$ cat src/bmf_pkg.sv
// Package for the RGB box mean filter: item structs, register codes, reset values,
// state encoding and shared widths. No dependencies.
package bmf_pkg;

    localparam int SUM_W      = 16;
    localparam int COORD_W    = 10;
    localparam int CFG_IDX_W  = 2;
    localparam int CFG_DATA_W = 9;
    localparam int CHAN_MAX   = 255;

    typedef logic [CFG_IDX_W-1:0] cfg_idx_t;
    typedef logic [CFG_DATA_W-1:0] cfg_data_t;
    typedef logic [3:0] size_t;
    typedef logic [8:0] dim_t;
    typedef logic [7:0] area_t;
    typedef logic [7:0] chan_t;
    typedef logic [SUM_W-1:0] sum_t;
    typedef logic signed [COORD_W-1:0] coord_t;

    localparam cfg_idx_t CFG_WINDOW_SIZE  = 2'd0;
    localparam cfg_idx_t CFG_IMAGE_WIDTH  = 2'd1;
    localparam cfg_idx_t CFG_IMAGE_HEIGHT = 2'd2;

    localparam size_t WINDOW_SIZE_RST  = 4'd3;
    localparam dim_t  IMAGE_WIDTH_RST  = 9'd256;
    localparam dim_t  IMAGE_HEIGHT_RST = 9'd256;

    localparam logic CMD_WRITE   = 1'b0;
    localparam logic CMD_COMPUTE = 1'b1;

    typedef struct packed {
        logic  command;
        chan_t pos_x;
        chan_t pos_y;
        chan_t in_blue;
        chan_t in_green;
        chan_t in_red;
    } in_item_t;

    typedef struct packed {
        chan_t out_blue;
        chan_t out_green;
        chan_t out_red;
    } out_item_t;

    typedef struct packed {
        chan_t red;
        chan_t green;
        chan_t blue;
    } pixel_t;

    typedef enum logic [2:0] {
        ST_IDLE,
        ST_SCAN,
        ST_DRAIN,
        ST_DIV_GO,
        ST_DIV_WAIT,
        ST_OUT
    } state_t;

endpackage

$ cat src/bmf_div.sv
// Three-lane restoring divider, one quotient bit per cycle, clamped byte results.
// Depends on bmf_pkg for sum and channel widths.
module bmf_div (
    input  logic                   aclk,
    input  logic                   aresetn,
    input  logic                   start,
    input  bmf_pkg::area_t         divisor,
    input  bmf_pkg::sum_t  [2:0]   dividend,
    output bmf_pkg::chan_t [2:0]   quotient,
    output logic                   done
);

    localparam int STEP_W = $clog2(bmf_pkg::SUM_W);

    bmf_pkg::sum_t  [2:0] q_reg, q_next;
    bmf_pkg::area_t [2:0] rem_reg, rem_next;
    logic [STEP_W-1:0]    step_reg;
    logic                 busy_reg;
    logic                 done_reg;

    always_comb begin
        logic [8:0] rem_sh;
        logic       ge;
        rem_sh = '0;
        ge     = 1'b0;
        for (int l = 0; l < 3; l++) begin
            rem_sh      = {rem_reg[l], q_reg[l][bmf_pkg::SUM_W-1]};
            ge          = rem_sh >= {1'b0, divisor};
            rem_next[l] = ge ? 8'(rem_sh - {1'b0, divisor}) : rem_sh[7:0];
            q_next[l]   = {q_reg[l][bmf_pkg::SUM_W-2:0], ge};
        end
    end

    always_ff @(posedge aclk) begin
        if (start) begin
            q_reg   <= dividend;
            rem_reg <= '0;
        end else if (busy_reg) begin
            q_reg   <= q_next;
            rem_reg <= rem_next;
        end
    end

    always_ff @(posedge aclk) begin
        if (!aresetn) begin
            busy_reg <= 1'b0;
            done_reg <= 1'b0;
            step_reg <= '0;
        end else begin
            done_reg <= 1'b0;
            if (start) begin
                busy_reg <= 1'b1;
                step_reg <= '0;
            end else if (busy_reg) begin
                step_reg <= step_reg + 1'b1;
                if (step_reg == STEP_W'(bmf_pkg::SUM_W - 1)) begin
                    busy_reg <= 1'b0;
                    done_reg <= 1'b1;
                end
            end
        end
    end

    always_comb begin
        for (int l = 0; l < 3; l++) begin
            quotient[l] = (q_reg[l] > bmf_pkg::sum_t'(bmf_pkg::CHAN_MAX))
                        ? bmf_pkg::chan_t'(bmf_pkg::CHAN_MAX) : q_reg[l][7:0];
        end
    end

    assign done = done_reg;

endmodule

$ cat config.mk
export PLATFORM = sky130hd
export DESIGN_NAME = bmf_div
export DESIGN_NICKNAME = d
export VERILOG_FILES = /design/src/bmf_pkg.sv /design/src/bmf_div.sv
export SDC_FILE = /design/constraint.sdc
export NUM_CORES = 1
export LEC_CHECK = 0
export BUFFER_PORTS_ARGS = -buffer_cell sky130_fd_sc_hd__buf_2
export CAP_MARGIN = 20
export CORE_MARGIN = 5
export CORE_UTILIZATION = 35
export CTS_CLUSTER_SIZE = 24
export DETAILED_ROUTE_END_ITERATION = 16
export GPL_ROUTABILITY_DRIVEN = 1
export HOLD_SLACK_MARGIN = 0.08
export PLACE_DENSITY_LB_ADDON = 0.2
export SLEW_MARGIN = 10
export SYNTH_ARGS = -nofsm -noshare
export SYNTH_HDL_FRONTEND = slang
export SYNTH_SLANG_ARGS = --single-unit
$ cat constraint.sdc
create_clock -name aclk -period 5.84 [get_ports aclk]
set_input_delay 0.292 -clock aclk [delete_from_list [all_inputs] [get_ports aclk]]
set_output_delay 0.292 -clock aclk [all_outputs]
set_load 0.02 [all_outputs]
==> results.py <==
metrics = {
    "worst_setup_path": {
        "cp-start-kind": "register",
        "required_ns": 6.12,
        "endpoint_kind": "register",
        "cp.arrival_ns": 2.76,
        "critPathMaxFanout": 20,
        "worstSetupPathType": "reg -> reg",
    },
    "clock_network": {
        "cts_tree": "yes",
        "clk_pin_slew_ns": 0.06,
        "clockBufferDepth": 2,
        "clock_latency_ns": 0.34,
        "cts_inserted_buffers": 9,
        "hold_buffers": 0,
        "clock-root-buffer": "clkbuf_16",
        "postCtsSetupRepairBufs": 0,
        "ctsResizeCount": 0,
        "clock_sinks": 78,
        "h-tree-depth": 3,
    },
    "timing": {
        "setup_tns_ns": 0,
        "timing.fmax_ghz": 0.404,
        "slew_headroom": 0.329,
        "finalHoldViolCount": 0,
        "timing.final.crit_period_ns": 2.48,
        "finalSetupViolCount": 0,
        "fin_crit_sh": 0.424,
        "fin_worst_skew_ns": 0.00805,
        "finalMaxSlewViolations": 0,
        "grt_setup_unrepaired": "false",
        "setup_ws_ns": 3.36,
        "tightest_slew_ns": 1.01,
        "holdWs_ns": 0.197,
    },
    "cells_and_area": {
        "largest_register_ffs": 45,
        "final-instance-count-excl-fill": 694,
        "layout_common_cells": "buf_2, mux2_2, edfxtp_1",
        "drive_gt1_frac": 0.361,
        "final_common_cell": "buf_2",
        "n_fill_cell": 1276,
        "ff_latch_area_um2": 2040,
        "area_delta_synth_final_pct": 18.3,
        "antenna_cells": 0,
        "nets": 600,
        "multi_input_area_um2": 2410,
        "design_area_um2": 5480,
    },
    "grt": {
        "antenna_found_initial": 1,
        "grt_max_degree": 63,
        "overflow": 0,
        "grt_usage": 0.131,
        "grt_pass1_wl_um": 16800,
        "use_met3": 0.0422,
        "grt_pass1_vias": 3461,
        "grtUsageMet1": 0.166,
        "use_met2": 0.212,
        "busiest_layer": "met2",
    },
    "floorplanning": {
        "dieArea_um2": 15600,
        "die_h_um": 125,
        "fp.dieW_um": 125,
        "start_util": 0.354,
        "core_um2": 13100,
        "num_rows": 42,
        "io_pins": 84,
    },
    "routing": {
        "initialDrtViolationCount": 163,
        "vias_per_cell": 4.90,
        "ant_nets": 0,
        "vias": 3398,
        "routed_wl_um": 10200,
        "drcViolationCount": 0,
        "firstDrtPassIters": 4,
        "wire_per_inst_um": 14.7,
    },
    "logic_synthesis": {
        "synthCells": 433,
        "synth_nets": 520,
        "netlist_area_um2": 4630,
        "synth_edf_count": 48,
        "yosys_warnings": 0,
        "yosysSeqAreaShare": 0.441,
        "synth_cell_type_count": 46,
        "synth-main-ff-cell": "edfxtp_1",
        "syn_avg_cell_area_um2": 10.7,
        "synth-seq-cells": 78,
        "synthArstFlopShare": 0,
    },
    "placement": {
        "dp.cells": 678,
        "gp_congestion": 0.796,
        "hpwl_um": 7500,
        "port_buffers": 83,
        "postPlaceCellArea_um2": 5170,
        "preCtsSetupSlack_ns": 3.18,
    },
    "hold_path": {
        "hold_class": "in -> reg",
    },
    "run": {
        "drv_cap": 0,
    },
    "pwr": {
        "power.leakage_nw": 2.14,
        "p_per_area_nw_per_um2": 267,
        "vdd.ir_drop.worst_uv": 116,
    },
    "outcome": {
        "status": "finished clean",
    },
}
worst paths after layout:
| check | start | to | slack (ns) | cells past startpoint |
|---|---|---|---|---|
| max | busy_reg | rem_reg[7] | 3.36 | 5 |
| min | aresetn | busy_reg | 0.20 | 2 |
| max reg2reg | busy_reg | rem_reg[7] | 3.36 | 5 |
| min reg2reg | rem_reg[19] | rem_reg[19] | 0.48 | 2 |
per-layer routing:
layer | share of wire | wire length, um
met1 | 0.47 | 4820
met2 | 0.45 | 4580
met3 | 0.063 | 648
met4 | 0.015 | 156
met5 | 0.0020 | 20
worst max-delay path, stage by stage, from the launching register on:
cell and delay (ns):
dfxtp_1 0.81, inv_1 0.33, nor2_1 0.81, nand2_1 0.12
o21ai_0 0.21, a31o_2 0.13
report_power, final:
part	leakage (nW)	internal, W	switching, W
Clock	0.144	0.000336	0.000240
Combinational	1.27	0.000104	0.000113
Sequential	0.728	0.000639	0.0000270
Total	2.14	0.00108	0.000380
kinds of logic (layout without fill, tap and decap cells):
group	after synthesis	after routing	synth area share
AND/OR/NAND/NOR	138	138	0.149
flip-flops	78	78	0.441
AO/OA/AOI/OAI	73	73	0.109
multiplexers	63	63	0.149
buffers and inverters	35	120	0.0381
adder cells (fa/ha/maj)	28	28	0.0805
XOR/XNOR	18	18	0.0340
layout make-up:
class / instances / share of cell area
sequential: 78 / 0.373
tap: 176 / 0.0402
timing repair buffer: 84 / 0.0772
inverter: 20 / 0.0137
clock inverter: 7 / 0.0144
clock buffer: 9 / 0.0411
multi-input combinational: 320 / 0.440
synth_stat cells (2+ instances only):
cell type   n  share of area
nand2b_1    7         0.0095
edfxtp_1   48           0.31
inv_1      20          0.016
buf_2       7         0.0076
o31ai_2     3         0.0081
nand3_1     7         0.0076
nor2b_1    10          0.014
a31o_2      5         0.0095
o22ai_1     3         0.0041
o21ai_0    15          0.016
mux2i_1    15          0.032
o311a_1     3         0.0065
a21o_1      2         0.0032
nor3_1      5         0.0054
or2_2      24          0.032
a221oi_1    2         0.0038
xnor2_1    10          0.019
dfxtp_1    30           0.13
and3_1      2         0.0027
nor4_1      6         0.0081
a21oi_1    21          0.023
xor2_1      8          0.015
nor2_1     35          0.028
buf_6       3         0.0073
o31ai_1     3         0.0049
a22o_1      3         0.0057
mux2_2     48           0.12
o221ai_1    3         0.0057
a211oi_1    7          0.011
fa_1        3          0.013
nand2_1    35          0.028
ha_1       25          0.068
clkbuf_1    2         0.0016
stage by stage:
step	util	total power, W
finish	0.419	0.00146
global route	0.419	0.00152
CTS	0.419	0.00147
detailed placement	0.395	0.000896
global placement	0.395	0.000891
floorplan	-	0.000837
Power figures use the tool's default switching activity.
